$ cat src/sv/dfu_download_state_machine_unit_assert.svh
// Assertion macros for the DFU download state machine unit.
`ifndef DFU_DOWNLOAD_STATE_MACHINE_UNIT_ASSERT_SVH
`define DFU_DOWNLOAD_STATE_MACHINE_UNIT_ASSERT_SVH

`ifndef ASSERT_OFF
// Check that pre implies post in the same cycle.
`define DFU_ASSERT_IMPLY(lbl, clk, rstn, pre, post) \
    lbl: assert property (@(posedge clk) disable iff (!(rstn)) (pre) |-> (post)) \
        else $error("assertion failed: same-cycle implication");
// Check that pre implies post in the following cycle.
`define DFU_ASSERT_NEXT(lbl, clk, rstn, pre, post) \
    lbl: assert property (@(posedge clk) disable iff (!(rstn)) (pre) |=> (post)) \
        else $error("assertion failed: next-cycle implication");
`else
`define DFU_ASSERT_IMPLY(lbl, clk, rstn, pre, post)
`define DFU_ASSERT_NEXT(lbl, clk, rstn, pre, post)
`endif

`endif

$ cat src/sv/dfu_pkg.sv
// Types and constants shared by the DFU download state machine unit.
package dfu_pkg;

    localparam int unsigned TRANSFER_SIZE = 4096;
    localparam int unsigned WRITE_CHUNK   = 256;
    localparam int unsigned ERASE_BLOCK   = 4096;
    localparam int unsigned IMAGE_OFFSET  = 262144;
    localparam int unsigned FLASH_LIMIT   = (1024 * 1024) + (1024 * 512);
    localparam int unsigned POLL_MS_BUSY     = 5;
    localparam int unsigned POLL_MS_MANIFEST = 1;
    localparam int unsigned POLL_MS_DONE     = 10;

    typedef enum logic [2:0] {
        OP_DNLOAD    = 3'd0,
        OP_POLL      = 3'd1,
        OP_GETSTATUS = 3'd2,
        OP_CLRSTATUS = 3'd3,
        OP_ABORT     = 3'd4
    } opcode_t;

    typedef enum logic [2:0] {
        ST_IDLE      = 3'd0,
        ST_DNSYNC    = 3'd1,
        ST_DNBUSY    = 3'd2,
        ST_DNIDLE    = 3'd3,
        ST_MANSYNC   = 3'd4,
        ST_MANIFEST  = 3'd5,
        ST_WAITRESET = 3'd6,
        ST_ERROR     = 3'd7
    } proto_state_t;

    typedef enum logic [1:0] {
        SC_OK    = 2'd0,
        SC_ADDR  = 2'd1,
        SC_STALL = 2'd2,
        SC_WRITE = 2'd3
    } status_t;

    typedef enum logic [1:0] {
        PH_IDLE  = 2'd0,
        PH_ERASE = 2'd1,
        PH_PROG  = 2'd2
    } phase_t;

    typedef enum logic [1:0] {
        LED_IDLE    = 2'd0,
        LED_ERROR   = 2'd1,
        LED_DONE    = 2'd2,
        LED_WRITING = 2'd3
    } led_t;

    typedef enum logic [1:0] {
        CMD_NONE  = 2'd0,
        CMD_ERASE = 2'd1,
        CMD_WRITE = 2'd2
    } flash_cmd_t;

    // Register index of the configuration port.
    localparam logic REG_RAM_LOAD_BASE = 1'b0;

endpackage

$ cat src/sv/dfu_download_state_machine_unit.sv
// DFU download state machine unit: request decode, DFU state and flash sequencer.
// A request is held in the input register and then in the result register before
// it is presented. Throughput: one request per cycle while the result channel
// is not stalled; the state update is one add/compare pass.
// Reset (aresetn low, synchronous): DFU idle, status ok, poll timeout 5 ms,
// sequencer idle, RAM load base zero (flash mode), both channels empty.
`include "dfu_download_state_machine_unit_assert.svh"

module dfu_download_state_machine_unit (
    input  logic        aclk,
    input  logic        aresetn,

    // Request channel
    input  logic        s_valid,
    output logic        s_ready,
    input  logic [2:0]  s_opcode,
    input  logic [15:0] s_block_number,
    input  logic [15:0] s_block_length,
    input  logic [15:0] s_packet_offset,
    input  logic [15:0] s_packet_length,
    input  logic        s_flash_busy,

    // Result channel
    output logic        m_valid,
    input  logic        m_ready,
    output logic        m_accepted,
    output logic [1:0]  m_dev_status,
    output logic [2:0]  m_dev_state,
    output logic [3:0]  m_poll_timeout_ms,
    output logic [1:0]  m_led_mode,
    output logic [1:0]  m_flash_command,
    output logic [31:0] m_flash_address,
    output logic [8:0]  m_write_length,
    output logic [12:0] m_buffer_offset,

    // Configuration port
    input  logic        psel,
    input  logic        penable,
    input  logic        pwrite,
    input  logic [2:0]  paddr,
    input  logic [31:0] pwdata,
    output logic [31:0] prdata,
    output logic        pready
);

    // ------------------------------------------------------------------
    // Configuration register. Word index sits in paddr[2]; the low bits
    // select a byte lane and are ignored.
    // ------------------------------------------------------------------
    logic [31:0] ram_load_base_reg;
    logic        cfg_write;

    assign pready    = 1'b1;
    assign cfg_write = psel & penable & pwrite & (paddr[2] == dfu_pkg::REG_RAM_LOAD_BASE);
    assign prdata    = (paddr[2] == dfu_pkg::REG_RAM_LOAD_BASE) ? ram_load_base_reg : 32'd0;

    always_ff @(posedge aclk) begin
        if (!aresetn) begin
            ram_load_base_reg <= 32'd0;
        end else if (cfg_write) begin
            ram_load_base_reg <= pwdata;
        end
    end

    // ------------------------------------------------------------------
    // Input register. A held request moves on whenever the result register
    // is empty or being drained, so a new request may enter in the same cycle.
    // ------------------------------------------------------------------
    logic        in_valid_reg;
    logic [2:0]  in_opcode_reg;
    logic [15:0] in_block_number_reg;
    logic [15:0] in_block_length_reg;
    logic [15:0] in_packet_offset_reg;
    logic [15:0] in_packet_length_reg;
    logic        in_flash_busy_reg;
    logic        m_valid_reg;
    logic        proc_fire;
    logic        s_fire;

    assign proc_fire = in_valid_reg & (~m_valid_reg | m_ready);
    assign s_ready   = ~in_valid_reg | proc_fire;
    assign s_fire    = s_valid & s_ready;

    always_ff @(posedge aclk) begin
        if (!aresetn) begin
            in_valid_reg <= 1'b0;
        end else if (s_ready) begin
            in_valid_reg <= s_valid;
        end
    end

    always_ff @(posedge aclk) begin
        if (s_fire) begin
            in_opcode_reg        <= s_opcode;
            in_block_number_reg  <= s_block_number;
            in_block_length_reg  <= s_block_length;
            in_packet_offset_reg <= s_packet_offset;
            in_packet_length_reg <= s_packet_length;
            in_flash_busy_reg    <= s_flash_busy;
        end
    end

    // ------------------------------------------------------------------
    // Protocol and sequencer state
    // ------------------------------------------------------------------
    dfu_pkg::proto_state_t state_reg,   state_next;
    dfu_pkg::status_t      status_reg,  status_next;
    dfu_pkg::phase_t       phase_reg,   phase_next;
    logic [3:0]            timeout_reg, timeout_next;
    logic [31:0]           block_address_reg, block_address_next;
    logic [31:0]           write_address_reg, write_address_next;
    logic [12:0]           bytes_left_reg,    bytes_left_next;
    logic [12:0]           chunk_offset_reg,  chunk_offset_next;

    // Per-request decisions handed from the next-state logic to the result logic
    logic accept_flag;
    logic issue_erase;
    logic issue_write;

    // Shared datapath terms
    logic        load_to_ram;
    logic [16:0] packet_end;
    logic [31:0] dl_address;
    logic [8:0]  chunk_len;
    logic [31:0] wr_src_address;
    logic [12:0] wr_src_offset;

    assign load_to_ram = (ram_load_base_reg != 32'd0);
    assign packet_end  = 17'(in_packet_offset_reg) + 17'(in_packet_length_reg);
    assign dl_address  = (load_to_ram ? ram_load_base_reg : 32'(dfu_pkg::IMAGE_OFFSET))
                       + 32'(32'(in_block_number_reg) * 32'(dfu_pkg::TRANSFER_SIZE));

    // The first chunk after the erase phase starts at the block base, offset zero.
    assign wr_src_address = (phase_reg == dfu_pkg::PH_ERASE) ? block_address_reg
                                                             : write_address_reg;
    assign wr_src_offset  = (phase_reg == dfu_pkg::PH_ERASE) ? 13'd0 : chunk_offset_reg;
    assign chunk_len      = (bytes_left_reg < 13'(dfu_pkg::WRITE_CHUNK))
                          ? bytes_left_reg[8:0] : 9'(dfu_pkg::WRITE_CHUNK);

    // Next state: one request decoded per pass
    always_comb begin
        state_next         = state_reg;
        status_next        = status_reg;
        phase_next         = phase_reg;
        timeout_next       = timeout_reg;
        block_address_next = block_address_reg;
        write_address_next = write_address_reg;
        bytes_left_next    = bytes_left_reg;
        chunk_offset_next  = chunk_offset_reg;
        accept_flag        = 1'b0;
        issue_erase        = 1'b0;
        issue_write        = 1'b0;

        case (in_opcode_reg)
            dfu_pkg::OP_DNLOAD: begin
                if ((packet_end > 17'(dfu_pkg::TRANSFER_SIZE)) ||
                    (packet_end > 17'(in_block_length_reg))) begin
                    // Packet overruns the buffer or the block
                    state_next  = dfu_pkg::ST_ERROR;
                    status_next = dfu_pkg::SC_ADDR;
                end else if (packet_end != 17'(in_block_length_reg)) begin
                    // Partial packet: take it, wait for the rest of the block
                    accept_flag = 1'b1;
                end else if (!(state_reg inside {dfu_pkg::ST_IDLE, dfu_pkg::ST_DNIDLE})) begin
                    state_next  = dfu_pkg::ST_ERROR;
                    status_next = dfu_pkg::SC_STALL;
                end else if ((!load_to_ram && in_flash_busy_reg) ||
                             (phase_reg != dfu_pkg::PH_IDLE)) begin
                    state_next  = dfu_pkg::ST_ERROR;
                    status_next = dfu_pkg::SC_WRITE;
                end else if (in_block_length_reg == 16'd0) begin
                    // Zero-length block ends the download
                    state_next  = dfu_pkg::ST_MANSYNC;
                    status_next = dfu_pkg::SC_OK;
                    accept_flag = 1'b1;
                end else begin
                    // Latch the block base even when it is then rejected
                    block_address_next = dl_address;
                    if (!load_to_ram && (dl_address >= 32'(dfu_pkg::FLASH_LIMIT))) begin
                        state_next  = dfu_pkg::ST_ERROR;
                        status_next = dfu_pkg::SC_ADDR;
                    end else begin
                        bytes_left_next = in_block_length_reg[12:0];
                        // Erase only on a sector boundary in flash mode
                        issue_erase = !load_to_ram &&
                            ((dl_address & 32'(dfu_pkg::ERASE_BLOCK - 1)) == 32'd0);
                        phase_next  = dfu_pkg::PH_ERASE;
                        state_next  = dfu_pkg::ST_DNSYNC;
                        status_next = dfu_pkg::SC_OK;
                        accept_flag = 1'b1;
                    end
                end
            end

            dfu_pkg::OP_POLL: begin
                accept_flag = 1'b1;
                if ((state_reg inside {dfu_pkg::ST_DNSYNC, dfu_pkg::ST_DNBUSY}) &&
                    !in_flash_busy_reg) begin
                    case (phase_reg)
                        dfu_pkg::PH_ERASE: begin
                            phase_next  = dfu_pkg::PH_PROG;
                            issue_write = 1'b1;
                        end
                        dfu_pkg::PH_PROG: begin
                            if (bytes_left_reg != 13'd0) begin
                                issue_write = 1'b1;
                            end else begin
                                phase_next = dfu_pkg::PH_IDLE;
                            end
                        end
                        default: begin
                        end
                    endcase
                end
                if (issue_write) begin
                    // Advance the chunk pointers
                    bytes_left_next    = bytes_left_reg - 13'(chunk_len);
                    write_address_next = wr_src_address + 32'(chunk_len);
                    chunk_offset_next  = wr_src_offset + 13'(chunk_len);
                end
            end

            dfu_pkg::OP_GETSTATUS: begin
                accept_flag = 1'b1;
                case (state_reg)
                    dfu_pkg::ST_DNSYNC, dfu_pkg::ST_DNBUSY: begin
                        state_next   = (phase_reg == dfu_pkg::PH_IDLE) ? dfu_pkg::ST_DNIDLE
                                                                       : dfu_pkg::ST_DNBUSY;
                        status_next  = dfu_pkg::SC_OK;
                        timeout_next = 4'(dfu_pkg::POLL_MS_BUSY);
                    end
                    dfu_pkg::ST_MANSYNC: begin
                        state_next   = dfu_pkg::ST_MANIFEST;
                        status_next  = dfu_pkg::SC_OK;
                        timeout_next = 4'(dfu_pkg::POLL_MS_MANIFEST);
                    end
                    dfu_pkg::ST_MANIFEST: begin
                        state_next   = dfu_pkg::ST_WAITRESET;
                        status_next  = dfu_pkg::SC_OK;
                        timeout_next = 4'(dfu_pkg::POLL_MS_DONE);
                    end
                    dfu_pkg::ST_IDLE: begin
                        timeout_next = 4'(dfu_pkg::POLL_MS_BUSY);
                    end
                    default: begin
                    end
                endcase
            end

            dfu_pkg::OP_CLRSTATUS: begin
                if (state_reg inside {dfu_pkg::ST_ERROR, dfu_pkg::ST_IDLE,
                                      dfu_pkg::ST_WAITRESET}) begin
                    state_next  = dfu_pkg::ST_IDLE;
                    status_next = dfu_pkg::SC_OK;
                    accept_flag = 1'b1;
                end else begin
                    state_next  = dfu_pkg::ST_ERROR;
                    status_next = dfu_pkg::SC_STALL;
                end
            end

            dfu_pkg::OP_ABORT: begin
                // Sequencer phase is left as it is
                state_next  = dfu_pkg::ST_IDLE;
                status_next = dfu_pkg::SC_OK;
                accept_flag = 1'b1;
            end

            default: begin
                // Unused opcodes: drop with no effect
            end
        endcase
    end

    always_ff @(posedge aclk) begin
        if (!aresetn) begin
            state_reg         <= dfu_pkg::ST_IDLE;
            status_reg        <= dfu_pkg::SC_OK;
            phase_reg         <= dfu_pkg::PH_IDLE;
            timeout_reg       <= 4'(dfu_pkg::POLL_MS_BUSY);
            block_address_reg <= 32'd0;
            write_address_reg <= 32'd0;
            bytes_left_reg    <= 13'd0;
            chunk_offset_reg  <= 13'd0;
        end else if (proc_fire) begin
            state_reg         <= state_next;
            status_reg        <= status_next;
            phase_reg         <= phase_next;
            timeout_reg       <= timeout_next;
            block_address_reg <= block_address_next;
            write_address_reg <= write_address_next;
            bytes_left_reg    <= bytes_left_next;
            chunk_offset_reg  <= chunk_offset_next;
        end
    end

    // ------------------------------------------------------------------
    // Result fields, from the decisions and the updated state
    // ------------------------------------------------------------------
    dfu_pkg::led_t       led_next;
    dfu_pkg::flash_cmd_t cmd_next;
    logic [31:0]         cmd_address_next;
    logic [8:0]          cmd_length_next;
    logic [12:0]         cmd_offset_next;

    always_comb begin
        if (state_next == dfu_pkg::ST_IDLE) begin
            led_next = dfu_pkg::LED_IDLE;
        end else if (status_next != dfu_pkg::SC_OK) begin
            led_next = dfu_pkg::LED_ERROR;
        end else if (state_next == dfu_pkg::ST_WAITRESET) begin
            led_next = dfu_pkg::LED_DONE;
        end else begin
            led_next = dfu_pkg::LED_WRITING;
        end

        cmd_next         = dfu_pkg::CMD_NONE;
        cmd_address_next = 32'd0;
        cmd_length_next  = 9'd0;
        cmd_offset_next  = 13'd0;
        if (issue_erase) begin
            cmd_next         = dfu_pkg::CMD_ERASE;
            cmd_address_next = dl_address;
        end else if (issue_write) begin
            cmd_next         = dfu_pkg::CMD_WRITE;
            cmd_address_next = wr_src_address;
            cmd_length_next  = chunk_len;
            cmd_offset_next  = wr_src_offset;
        end
    end

    // ------------------------------------------------------------------
    // Result register. Hold while the consumer stalls.
    // ------------------------------------------------------------------
    always_ff @(posedge aclk) begin
        if (!aresetn) begin
            m_valid_reg <= 1'b0;
        end else if (proc_fire) begin
            m_valid_reg <= 1'b1;
        end else if (m_ready) begin
            m_valid_reg <= 1'b0;
        end
    end

    logic        res_accepted_reg;
    logic [1:0]  res_status_reg;
    logic [2:0]  res_state_reg;
    logic [3:0]  res_timeout_reg;
    logic [1:0]  res_led_reg;
    logic [1:0]  res_cmd_reg;
    logic [31:0] res_address_reg;
    logic [8:0]  res_length_reg;
    logic [12:0] res_offset_reg;

    always_ff @(posedge aclk) begin
        if (proc_fire) begin
            res_accepted_reg <= accept_flag;
            res_status_reg   <= status_next;
            res_state_reg    <= state_next;
            res_timeout_reg  <= timeout_next;
            res_led_reg      <= led_next;
            res_cmd_reg      <= cmd_next;
            res_address_reg  <= cmd_address_next;
            res_length_reg   <= cmd_length_next;
            res_offset_reg   <= cmd_offset_next;
        end
    end

    assign m_valid           = m_valid_reg;
    assign m_accepted        = res_accepted_reg;
    assign m_dev_status      = res_status_reg;
    assign m_dev_state       = res_state_reg;
    assign m_poll_timeout_ms = res_timeout_reg;
    assign m_led_mode        = res_led_reg;
    assign m_flash_command   = res_cmd_reg;
    assign m_flash_address   = res_address_reg;
    assign m_write_length    = res_length_reg;
    assign m_buffer_offset   = res_offset_reg;

    // ------------------------------------------------------------------
    // Assertions
    // ------------------------------------------------------------------
    logic res_write_cmd;
    logic res_length_ok;
    logic res_erase_cmd;
    logic res_erase_ok;

    assign res_write_cmd = m_valid_reg && (res_cmd_reg == dfu_pkg::CMD_WRITE);
    assign res_length_ok = (res_length_reg != 9'd0) &&
                           (res_length_reg <= 9'(dfu_pkg::WRITE_CHUNK));
    assign res_erase_cmd = m_valid_reg && (res_cmd_reg == dfu_pkg::CMD_ERASE);
    assign res_erase_ok  = res_accepted_reg && (res_state_reg == dfu_pkg::ST_DNSYNC);

    // A request leaving the input register always lands in the result register
    `DFU_ASSERT_NEXT(a_proc_lands, aclk, aresetn, proc_fire, m_valid_reg)
    // A write command carries between one and WRITE_CHUNK bytes
    `DFU_ASSERT_IMPLY(a_write_len, aclk, aresetn, res_write_cmd, res_length_ok)
    // An erase only comes from an accepted block start
    `DFU_ASSERT_IMPLY(a_erase_start, aclk, aresetn, res_erase_cmd, res_erase_ok)

endmodule
$ cat config.mk
export PLATFORM = sky130hd
export DESIGN_NAME = dfu_download_state_machine_unit
export DESIGN_NICKNAME = d
export VERILOG_FILES = /design/src/sv/dfu_pkg.sv /design/src/sv/dfu_download_state_machine_unit.sv
export VERILOG_INCLUDE_DIRS = /design/src /design/src/sv
export SDC_FILE = /design/constraint.sdc
export NUM_CORES = 1
export LEC_CHECK = 0
export BUFFER_PORTS_ARGS = -buffer_cell sky130_fd_sc_hd__buf_2
export CORE_MARGIN = 10
export CORE_UTILIZATION = 55
export DETAILED_ROUTE_END_ITERATION = 8
export GPL_TIMING_DRIVEN = 0
export PLACE_DENSITY_LB_ADDON = 0.2
export SLEW_MARGIN = 30
export SYNTH_ARGS = -nofsm -noshare
export SYNTH_HDL_FRONTEND = slang
export SYNTH_SLANG_ARGS = --single-unit
$ cat constraint.sdc
create_clock -name aclk -period 17 [get_ports aclk]
set_input_delay 2.55 -clock aclk [delete_from_list [all_inputs] [get_ports aclk]]
set_output_delay 2.55 -clock aclk [all_outputs]
set_load 0.02 [all_outputs]
Yosys cells after proc, flatten, opt, wreduce, memory -nomap -nowiden --
Index checks and enable logic that the tools add are counted.
Operators by class: add/sub/neg operators 5, $lt $le $gt $ge 4, equality and inequality tests 25, muxes and demuxes 71, bitwise logic cells 15, reductions and logical operators 33
Operators with widths (number):
- $mux 32 | 5
- $mux 13 | 8
- $add 32x28->32 | 1
- $add 32x9->32 | 1
- $ge 32x21->1 const B | 1
- $logic_not 32->1 | 1
- $reduce_bool 32->1 | 1
- $mux 2 | 15
- $pmux 13 s2 | 1
- $mux 1 | 25
- $mux 3 | 7
- $eq 3x3->1 const B | 6
- $add 16x16->17 | 1
- $gt 17x13->1 const B | 1
- $gt 17x16->1 | 1
- $ne 17x16->1 | 1
- $logic_not 16->1 | 1
- $ne 2x2->1 const B | 8
- $add 13x9->13 | 1
- $lt 13x9->1 const B | 1
- $reduce_bool 13->1 | 1
- $sub 13x9->13 | 1
- $eq 3x2->1 const B | 4
- $pmux 3 s4 | 1
- 30 further kinds | 59
Word-level totals: flip-flop bits (word level) 271

Depth between registers and ports, before layout --
Gate-level depths: netlist of run 1.
depth after elaboration 15, depth in mapped cells 23, gate-level depth less buffers 22

Least setup slack after synthesis of run 1 --
No wires, ideal clock.
kind input port to output port, start point input paddr[2], end point output prdata[10], arrival time 3.063 ns, data required time 14.450 ns, setup slack 11.387 ns, stages 2, buffers on the path 1, cell sequence clkbuf_1 nor2b_1
On the way: word-level cells in the longest chain between the ends 1
RTL lines:
- start, declared | line dfu_download_state_machine_unit.sv:40 | input logic [2:0] paddr,
- $mux 32 | line dfu_download_state_machine_unit.sv:55 | assign prdata = (paddr[2] == dfu_pkg::REG_RAM_LOAD_BASE) ? ram_load_base_reg : 32'd0;
- end, declared | line dfu_download_state_machine_unit.sv:42 | output logic [31:0] prdata,
No other way between the ends.

Worst setup path after layout of run 1 --
start point register phase_reg[1], end point register chunk_offset_reg[12]
On the way: elaborated cells between the ends (all ways) 8
RTL lines:
- start, declared | line dfu_download_state_machine_unit.sv:108 | dfu_pkg::phase_t phase_reg, phase_next;
- start signal, assigned | line dfu_download_state_machine_unit.sv:279 | phase_reg <= dfu_pkg::PH_IDLE;
- start signal, assigned | line dfu_download_state_machine_unit.sv:288 | phase_reg <= phase_next;
- $eq 2x1->1 | line dfu_download_state_machine_unit.sv:136 | assign wr_src_offset = (phase_reg == dfu_pkg::PH_ERASE) ? 13'd0 : chunk_offset_reg;
- $mux 13 | line dfu_download_state_machine_unit.sv:136
- named net wr_src_offset[2] | line dfu_download_state_machine_unit.sv:126 | logic [12:0] wr_src_offset;
- $add 13x9->13 | line dfu_download_state_machine_unit.sv:219 | chunk_offset_next = wr_src_offset + 13'(chunk_len);
- end signal, assigned | line dfu_download_state_machine_unit.sv:293 | chunk_offset_reg <= chunk_offset_next;
- end, declared | line dfu_download_state_machine_unit.sv:113 | logic [12:0] chunk_offset_reg, chunk_offset_next;
The timed path passes the listed nets, and every way through them passes these cells. The select of a mux whose other input is x is not followed. A chain may end at the register's enable or synchronous reset.

==> report_table.html, run 1 <==
<table>
<tr><th>Metric</th><th>Value</th></tr>
<tr><th colspan="2">Routing</th></tr>
<tr><td>Iteration-0 DRC count of the detailed router</td><td>roughly 1200</td></tr>
<tr><td>Average via count per standard cell</td><td>a little under 6</td></tr>
<tr><td>DR WL/cell</td><td>between 15 and 20 um</td></tr>
<tr><td>Number of remaining DRC errors</td><td>0</td></tr>
<tr><td>Sum of routed wire length over all layers</td><td>~43 mm</td></tr>
<tr><td>Via count</td><td>between 10000 and 15000</td></tr>
<tr><td>Routed Antenna Nets</td><td>0</td></tr>
<tr><td>Length of the first detailed-routing pass in iterations</td><td>5</td></tr>
<tr><th colspan="2">Global route</th></tr>
<tr><td>Wire length of the first global-routing pass</td><td>66.92 mm</td></tr>
<tr><td>Pin count of the biggest net entering global routing</td><td>52</td></tr>
<tr><td>Number of antenna violations at the first check in global routing</td><td>0</td></tr>
<tr><td>Total grt overflow</td><td>0</td></tr>
<tr><td>Global routing usage summed across all routing layers</td><td>between 20% and 30%</td></tr>
<tr><td>Number of global-route vias before repair</td><td>approximately 13000</td></tr>
<tr><th colspan="2">Pwr</th></tr>
<tr><td>Peak supply drop</td><td>slightly below 0.09 mV</td></tr>
<tr><td>Switching share of power</td><td>about a quarter</td></tr>
<tr><td>Leakage</td><td>approximately 6.8 nW</td></tr>
<tr><td>Clock network power share</td><td>between 40% and 50%</td></tr>
<tr><td>Int Power</td><td>around 0.0011 W</td></tr>
<tr><td>Comb pwr share</td><td>between 10% and 20%</td></tr>
<tr><td>Pwr/cell area</td><td>around 88 mW/mm^2</td></tr>
<tr><td>Sequential fraction of design power</td><td>~47%</td></tr>
<tr><td>Post-route total power</td><td>0.001518 W</td></tr>
<tr><td>Switching power summed over all nets</td><td>~0.00037 W</td></tr>
<tr><th colspan="2">Timing</th></tr>
<tr><td>Slew at the pin with the worst max-slew slack</td><td>903.0 ps</td></tr>
<tr><td>Max Clk Rate</td><td>~0.15 GHz</td></tr>
<tr><td>Post-route clock period utilization</td><td>about two fifths</td></tr>
<tr><td>Final critical-path required period</td><td>about 6500 ps</td></tr>
<tr><td>Final Hold Viols</td><td>0</td></tr>
<tr><td>Final Max Tran Viols</td><td>0</td></tr>
<tr><td>Clock Skews</td><td>about 18 ps</td></tr>
<tr><td>Setup TNS Final</td><td>0 ps</td></tr>
<tr><td>Worst-case setup margin in the final layout</td><td>10480 ps</td></tr>
<tr><td>Final count of negative-setup-slack endpoints</td><td>0</td></tr>
<tr><td>RSZ-0062 raised after global routing</td><td>no</td></tr>
<tr><td>Slew Limit Headroom</td><td>39.80%</td></tr>
<tr><th colspan="2">Cells and area</th></tr>
<tr><td>Final standard cell area without fillers</td><td>0.01721 sq mm</td></tr>
<tr><td>Layout fillers</td><td>2123</td></tr>
<tr><td>Net total in the final layout</td><td>~2000</td></tr>
<tr><td>Combined flip-flop and latch cell area</td><td>0.006787 sq mm</td></tr>
<tr><td>Area added between synthesis and finish</td><td>16.51%</td></tr>
<tr><td>Area of the multi-input gates</td><td>~0.0074 sq mm</td></tr>
<tr><td>Utilization after layout</td><td>around two thirds</td></tr>
<tr><td>Fraction of final layout cells with drive strength greater than 1</td><td>between 10% and 20%</td></tr>
<tr><td>Ant diodes</td><td>0</td></tr>
<tr><th colspan="2">Logic synthesis</th></tr>
<tr><td>Post-synth top area share</td><td>between 20% and 30%</td></tr>
<tr><td>Sequential area share after synthesis</td><td>a little under half</td></tr>
<tr><td>Flops &amp; latches, synth</td><td>271</td></tr>
<tr><td>Synthesized instance count</td><td>around 1600</td></tr>
<tr><td>Synth area leader</td><td>edfxtp_1</td></tr>
<tr><td>Cell with the most instances after synthesis</td><td>nand2_1</td></tr>
<tr><td>Number of flops mapped to enable cells by yosys</td><td>136</td></tr>
<tr><td>YS warnings</td><td>0</td></tr>
<tr><td>Mean post-synth cell area</td><td>just over 9 sq um</td></tr>
<tr><td>Area of the mapped netlist</td><td>0.01477 sq mm</td></tr>
<tr><td>Async S/R FF share, synth</td><td>0%</td></tr>
<tr><td>Cell types with the highest counts after synthesis</td><td>nand2_1 (250), a21oi_1 (176), edfxtp_1 (136), dfxtp_1 (135), clkbuf_1 (83)</td></tr>
<tr><td>Leading post-synthesis cells by cell area</td><td>edfxtp_1 (28%), dfxtp_1 (18%), nand2_1 (6.4%)</td></tr>
<tr><td>Count of different cell masters after synthesis</td><td>80</td></tr>
<tr><td>Most used DFF post-synth</td><td>edfxtp_1</td></tr>
<tr><th colspan="2">Worst setup path</th></tr>
<tr><td>Arrival time reported for the critical path endpoint</td><td>about 7000 ps</td></tr>
<tr><td>CP Launch Type</td><td>flip-flop</td></tr>
<tr><td>Worst path cell trace</td><td>inv_1, ha_1, buf_1, clkbuf_1, buf_1, buf_1, clkbuf_1, clkbuf_1, nor2b_1, ha_1, nor2b_1, o21ai_0, a21boi_0, o21ai_0, nand2b_1, a21oi_1, o21bai_1, a21o_1, nand4_1, or3_1, a21oi_1</td></tr>
<tr><td>R2R cell count</td><td>21</td></tr>
<tr><td>Total number of cells along the worst setup path</td><td>21</td></tr>
<tr><td>Path type of the worst setup path</td><td>reg2reg</td></tr>
<tr><td>Number of buffers and inverters on the critical path</td><td>7</td></tr>
<tr><td>Critical path's largest stage delay</td><td>about 670 ps</td></tr>
<tr><td>Largest fanout on the critical path</td><td>10</td></tr>
<tr><td>Worst reg2reg setup slack</td><td>roughly 10000 ps</td></tr>
<tr><td>Cell family with the largest share of critical-path delay</td><td>buffers and inverters</td></tr>
<tr><td>Capturing element of the worst setup path</td><td>chunk_offset_reg[12]</td></tr>
<tr><td>Worst setup path startpoint</td><td>phase_reg[1]</td></tr>
<tr><td>Endpoint type of the worst setup path</td><td>flip-flop</td></tr>
<tr><td>Standard cell with the maximum stage delay on the critical path</td><td>buf_1</td></tr>
<tr><td>Reg-to-reg critical path startpoint</td><td>phase_reg[1]</td></tr>
<tr><td>Worst r2r dst</td><td>chunk_offset_reg[12]</td></tr>
<tr><td>Required time worst endpoint</td><td>roughly 17000 ps</td></tr>
<tr><th colspan="2">Clock network</th></tr>
<tr><td>Clock sink total</td><td>271</td></tr>
<tr><td>Number of resized instances in the post-cts repair step</td><td>0</td></tr>
<tr><td>Insertion delay to the later sink of the worst-skew pair</td><td>around 550 ps</td></tr>
<tr><td>Root buffer cell</td><td>clkbuf_16</td></tr>
<tr><td>TritonCTS Buffers</td><td>28</td></tr>
<tr><td>Number of buffers added to fix hold violations after cts</td><td>0</td></tr>
<tr><td>Clock slew at reported path FFs</td><td>roughly 60 ps</td></tr>
<tr><td>Maximum level of the CTS H-tree</td><td>1</td></tr>
<tr><td>Number of buffers between clock root and the deepest sink</td><td>3</td></tr>
<tr><td>Buffers inserted by post-CTS timing repair</td><td>0</td></tr>
<tr><td>Clock tree from TritonCTS</td><td>yes</td></tr>
<tr><th colspan="2">Floorplanning</th></tr>
<tr><td>Area of the core</td><td>about 0.026 sq mm</td></tr>
<tr><td>Initial standard-cell utilization of the core</td><td>a little under three fifths</td></tr>
<tr><td>Top-level port count</td><td>213</td></tr>
<tr><td># rows</td><td>59</td></tr>
<tr><td>Height of the die</td><td>roughly 180 um</td></tr>
<tr><td>Floorplan die width</td><td>183.9 um</td></tr>
<tr><td>Die outline area</td><td>around 0.034 sq mm</td></tr>
<tr><th colspan="2">Placed design</th></tr>
<tr><td># port buffers</td><td>208</td></tr>
<tr><td>Worst slack at placement</td><td>roughly 11000 ps</td></tr>
<tr><td>Final Wtd Congestion</td><td>approximately 0.96</td></tr>
<tr><td>Area of placed instances</td><td>between 0.015 and 0.02 sq mm</td></tr>
<tr><td>HPWL after detailed placement</td><td>roughly 33 mm</td></tr>
<tr><th colspan="2">Run</th></tr>
<tr><td># Max-Cap Violations</td><td>0</td></tr>
<tr><th colspan="2">Min path</th></tr>
<tr><td>Min-Delay Path Class</td><td>reg2reg</td></tr>
<tr><td>Origin of the worst min-delay path</td><td>write_address_reg[8]</td></tr>
<tr><th colspan="2">Outcome</th></tr>
<tr><td>Status</td><td>completed</td></tr>
</table>
per-stage QoR:
stage,hold WS [ps],instances
after detailed placement,445.2,2157
after global routing,471.0,2209
after CTS,454.0,2209
after global placement,435.8,2155
after floorplan,428.4,1612
final,455.6,2209
how the worst min path moves through the flow:
stage / cells past startpoint / slack, ps / to
floorplan: 2 / 430 / block_address_reg[0]
global placement: 2 / 440 / write_address_reg[7]
detailed placement: 2 / 450 / write_address_reg[6]
CTS: 2 / 450 / write_address_reg[6]
global route: 2 / 470 / write_address_reg[8]
finish: 2 / 460 / write_address_reg[8]
routing by layer:
layer	share of wire (%)	global-route usage (%)	wire (um)	up-vias
met4	2.7	7.178	1174	0
met3	7.6	4.209	3268	81
li1	-	-	-	6277
met2	45	38.48	19170	518
met5	0	0	0	-
met1	45	33.71	19330	6229
final cells by class:
type / count / area share, %
flip-flops and latches: 271 / 39.44
well taps: 335 / 2.436
repair buffers: 210 / 6.282
multi-input cells: 1183 / 42.90
clock inverters: 15 / 1.003
plain buffers: 99 / 2.261
inverters: 59 / 1.294
clock buffers: 37 / 4.391
layout by cell type, fill, tap and decap left out, drive strengths merged, types with 35 or more instances in the layout:
cell    synthesis  layout
a21oi         176     176
and3           35      35
buf            16     226
clkbuf         83     120
dfxtp         135     135
edfxtp        136     136
ha             70      70
inv            58      58
nand2         250     250
nand3          35      35
nor2           82      82
nor2b          58      58
o21ai          76      76
worst min-delay path: cells and delay by family, from the launching register on:
kind	cells	cell delay, ps
flops	1	310
compound gates	1	50
simple gates	1	50
power groups by stage:
| stage | clock, W | sequential (W) | combinational [W] |
|---|---|---|---|
| floorplan | 0 | 0.000736 | 0.000109 |
| global placement | 0 | 0.000731 | 0.000168 |
| detailed placement | 0 | 0.000730 | 0.000173 |
| CTS | 0.000632 | 0.000716 | 0.000174 |
| global route | 0.000656 | 0.000717 | 0.000194 |
| finish | 0.000627 | 0.000716 | 0.000176 |
kinds of logic after synthesis:
group                      after synthesis  synth area share, %
xor gates and xnor gates                49                2.906
other                                    1              0.02539
muxes                                   36                2.541
adders and majority gates               74                6.472
DFF                                    271                45.95
buffers and inverters                  158                4.117
AOI/OAI and AO/OA                      425                18.41
and+or+nand+nor                        597                19.58
Power figures use the tool's default switching activity.
==> run 2, diff against run 1 <==
--- a/config.mk
+++ b/config.mk
@@ -8,7 +8,7 @@
 export LEC_CHECK = 0
 export BUFFER_PORTS_ARGS = -buffer_cell sky130_fd_sc_hd__buf_2
 export CORE_MARGIN = 10
-export CORE_UTILIZATION = 55
+export CORE_UTILIZATION = 52
 export DETAILED_ROUTE_END_ITERATION = 8
 export GPL_TIMING_DRIVEN = 0
 export PLACE_DENSITY_LB_ADDON = 0.2
==> constraint.sdc (replaced) <==
create_clock -name aclk -period 5.5 [get_ports aclk]
set_input_delay 0.825 -clock aclk [delete_from_list [all_inputs] [get_ports aclk]]
set_output_delay 0.825 -clock aclk [all_outputs]
set_load 0.02 [all_outputs]
==> run 2 against run 1 <==
Against the previous run:
- fmax rose by 22%
- final cell count is 2.5% higher
- combinational power rose to 3.3 times the previous value
- critical endpoint is now m_flash_address[20]
- clock skew shrank 3.1 ps
- largest cell class unchanged
- register-to-register slack worse by 10000 ps
- largest power group unchanged
==> report_table.html, run 2 (synthesized netlist as in run 1, its figures left out) <==
<table>
<tr><th>Metric</th><th>Value</th></tr>
<tr><th colspan="2">Clock network</th></tr>
<tr><td>Clock tree from TritonCTS</td><td>yes</td></tr>
<tr><td>Insertion delay to the later sink of the worst-skew pair</td><td>approximately 560 ps</td></tr>
<tr><td>Root buffer cell</td><td>clkbuf_16</td></tr>
<tr><td>Maximum level of the CTS H-tree</td><td>1</td></tr>
<tr><td>Number of buffers between clock root and the deepest sink</td><td>3</td></tr>
<tr><td>Number of buffers added to fix hold violations after cts</td><td>0</td></tr>
<tr><td>Clock slew at reported path FFs</td><td>60 ps</td></tr>
<tr><td>Clock sink total</td><td>roughly 270</td></tr>
<tr><td>TritonCTS Buffers</td><td>29</td></tr>
<tr><th colspan="2">Global route</th></tr>
<tr><td>Pin count of the biggest net entering global routing</td><td>54</td></tr>
<tr><td>Number of antenna violations at the first check in global routing</td><td>2</td></tr>
<tr><td>Global routing usage summed across all routing layers</td><td>a little under a quarter</td></tr>
<tr><td>Wire length of the first global-routing pass</td><td>67.67 mm</td></tr>
<tr><td>Total grt overflow</td><td>0</td></tr>
<tr><td>Number of global-route vias before repair</td><td>12600</td></tr>
<tr><th colspan="2">Pwr</th></tr>
<tr><td>Switching power summed over all nets</td><td>0.001201 W</td></tr>
<tr><td>Leakage</td><td>~6.9 nW</td></tr>
<tr><td>Int Power</td><td>0.003550 W</td></tr>
<tr><td>Clock network power share</td><td>41.1%</td></tr>
<tr><td>Sequential fraction of design power</td><td>a little under half</td></tr>
<tr><td>Peak supply drop</td><td>between 0.2 and 0.3 mV</td></tr>
<tr><td>Comb pwr share</td><td>12.3%</td></tr>
<tr><td>Pwr/cell area</td><td>~270 mW/mm^2</td></tr>
<tr><td>Switching share of power</td><td>about 25%</td></tr>
<tr><th colspan="2">Worst setup path</th></tr>
<tr><td>Worst r2r dst</td><td>m_flash_address[20]</td></tr>
<tr><td>R2R cell count</td><td>17</td></tr>
<tr><td>Standard cell with the maximum stage delay on the critical path</td><td>or4_4</td></tr>
<tr><td>Number of buffers and inverters on the critical path</td><td>1</td></tr>
<tr><td>Largest fanout on the critical path</td><td>6</td></tr>
<tr><td>Path type of the worst setup path</td><td>reg2reg</td></tr>
<tr><td>Total number of cells along the worst setup path</td><td>17</td></tr>
<tr><td>Cell family with the largest share of critical-path delay</td><td>simple AND/OR/NAND/NOR gates</td></tr>
<tr><td>Worst path cell trace</td><td>ha_1, a2111o_1, o21a_1, o21a_1, or3_4, and2_1, ha_1, nand4_1, or2_4, or4_4, a311oi_2, and4b_2, a21bo_4, or3_4, or4_4, clkinv_4, a22o_1</td></tr>
<tr><td>CP Launch Type</td><td>flip-flop</td></tr>
<tr><td>Endpoint type of the worst setup path</td><td>flip-flop</td></tr>
<tr><td>Reg-to-reg critical path startpoint</td><td>in_packet_offset_reg[6]</td></tr>
<tr><td>Required time worst endpoint</td><td>5910 ps</td></tr>
<tr><td>Critical path's largest stage delay</td><td>640 ps</td></tr>
<tr><td>Worst setup path startpoint</td><td>in_packet_offset_reg[6]</td></tr>
<tr><td>Capturing element of the worst setup path</td><td>m_flash_address[20]</td></tr>
<tr><td>Worst reg2reg setup slack</td><td>160 ps</td></tr>
<tr><td>Arrival time reported for the critical path endpoint</td><td>5750 ps</td></tr>
<tr><th colspan="2">Placed design</th></tr>
<tr><td># port buffers</td><td>208</td></tr>
<tr><td>Area of placed instances</td><td>0.01634 sq mm</td></tr>
<tr><td>Total placed cells including tap cells</td><td>2200</td></tr>
<tr><td>Final Wtd Congestion</td><td>just over 0.9</td></tr>
<tr><td>HPWL after detailed placement</td><td>32.85 mm</td></tr>
<tr><th colspan="2">Cells and area</th></tr>
<tr><td>Net total in the final layout</td><td>about 2000</td></tr>
<tr><td>Final standard cell area without fillers</td><td>0.01759 sq mm</td></tr>
<tr><td>Count of placed standard cells in the final layout, fillers left out</td><td>between 2000 and 2500</td></tr>
<tr><td>Layout fillers</td><td>2435</td></tr>
<tr><td>Fraction of final layout cells with drive strength greater than 1</td><td>18.21%</td></tr>
<tr><td>Area of the multi-input gates</td><td>0.007569 sq mm</td></tr>
<tr><td>Area added between synthesis and finish</td><td>19.08%</td></tr>
<tr><td>Leading cell types in the layout, fill and taps excluded</td><td>nand2_1 (250), buf_2 (210), a21oi_1 (173)</td></tr>
<tr><td>Combined flip-flop and latch cell area</td><td>just under 0.007 sq mm</td></tr>
<tr><td>Most common library cell in the layout ignoring fill and taps</td><td>nand2_1</td></tr>
<tr><th colspan="2">Routing</th></tr>
<tr><td>Via count</td><td>13030</td></tr>
<tr><td>Sum of routed wire length over all layers</td><td>43.30 mm</td></tr>
<tr><td>Iteration-0 DRC count of the detailed router</td><td>~980</td></tr>
<tr><td>Length of the first detailed-routing pass in iterations</td><td>6</td></tr>
<tr><td>DR WL/cell</td><td>19.12 um</td></tr>
<tr><td>Average via count per standard cell</td><td>5.754</td></tr>
<tr><td>Number of remaining DRC errors</td><td>0</td></tr>
<tr><td>Routed Antenna Nets</td><td>0</td></tr>
<tr><th colspan="2">Floorplanning</th></tr>
<tr><td>Die outline area</td><td>0.03555 sq mm</td></tr>
<tr><td>Height of the die</td><td>between 150 and 200 um</td></tr>
<tr><td># rows</td><td>61</td></tr>
<tr><td>Area of the core</td><td>0.02793 sq mm</td></tr>
<tr><td>Initial standard-cell utilization of the core</td><td>about 53%</td></tr>
<tr><td>Top-level port count</td><td>approximately 210</td></tr>
<tr><td>Floorplan die width</td><td>roughly 190 um</td></tr>
<tr><th colspan="2">Timing</th></tr>
<tr><td>Final Max Tran Viols</td><td>0</td></tr>
<tr><td>Setup TNS Final</td><td>0 ps</td></tr>
<tr><td>Final count of negative-setup-slack endpoints</td><td>0</td></tr>
<tr><td>Post-route clock period utilization</td><td>97.18%</td></tr>
<tr><td>Final critical-path required period</td><td>between 5000 and 6000 ps</td></tr>
<tr><td>Slew Limit Headroom</td><td>a little over a third</td></tr>
<tr><td>Max Clk Rate</td><td>~0.19 GHz</td></tr>
<tr><td>Final Hold Viols</td><td>0</td></tr>
<tr><td>Clock Skews</td><td>14.60 ps</td></tr>
<tr><td>Slew at the pin with the worst max-slew slack</td><td>between 900 and 1000 ps</td></tr>
<tr><th colspan="2">Outcome</th></tr>
<tr><td>Status</td><td>completed</td></tr>
<tr><th colspan="2">Run</th></tr>
<tr><td># Max-Cap Violations</td><td>0</td></tr>
<tr><th colspan="2">Min path</th></tr>
<tr><td>Hold Path Stages</td><td>1</td></tr>
<tr><td>Min-Delay Path Class</td><td>in2reg</td></tr>
</table>
## run 2: through the flow
step / util (%) / setup WS [ps] / hold slack [ps] / total power (W)
floorplan: - / 175.2 / 428.4 / 0.002613
global placement: 58.31 / -920.0 / 437.4 / 0.002783
detailed placement: 58.50 / -953.1 / 445.5 / 0.002794
CTS: 62.62 / 11.15 / 424.0 / 0.004747
global route: 62.94 / -18.42 / 421.1 / 0.004918
finish: 62.96 / 155.4 / 441.2 / 0.004751
## run 2: final cells by class
type,instances,area share [%]
Multi-Input combinational cell,1183,43.03
Sequential cell,271,38.59
Timing Repair Buffer,222,6.701
Clock buffer,43,4.944
Tap cell,378,2.689
Buffer,95,2.163
Inverter,59,1.288
Clock inverter,11,0.5691
Antenna cell,2,0.02846
## run 2: worst min-delay path by stage
stage | start | to | slack [ps]
floorplan | block_address_reg[0] | block_address_reg[0] | 430
global placement | write_address_reg[6] | write_address_reg[6] | 440
detailed placement | write_address_reg[6] | write_address_reg[6] | 450
CTS | s_block_number[0] | in_block_number_reg[0] | 420
global route | s_packet_offset[0] | in_packet_offset_reg[0] | 420
finish | s_block_number[5] | in_block_number_reg[5] | 440
## run 2: timing repair
action,4_1_cts,5_1_grt
pin swaps,7,16
setup endpoints to repair,90,83
resized for setup,27,18
buffers inserted,6,6
## run 2: power groups by stage
stage                     clock, W  sequential, W  combinational [W]
after floorplan                  0        0.00228           0.000338
after global placement           0        0.00226           0.000524
after detailed placement         0        0.00226           0.000539
after CTS                  0.00197        0.00221           0.000560
after global routing       0.00206        0.00222           0.000645
final                      0.00195        0.00221           0.000585
## run 2: metal layers
metal | wire length (um) | GRT usage [%]
met3 | 3802 | 5.207
met4 | 845 | 5.372
met2 | 19460 | 37.07
met5 | 0 | 0
met1 | 19190 | 31.59
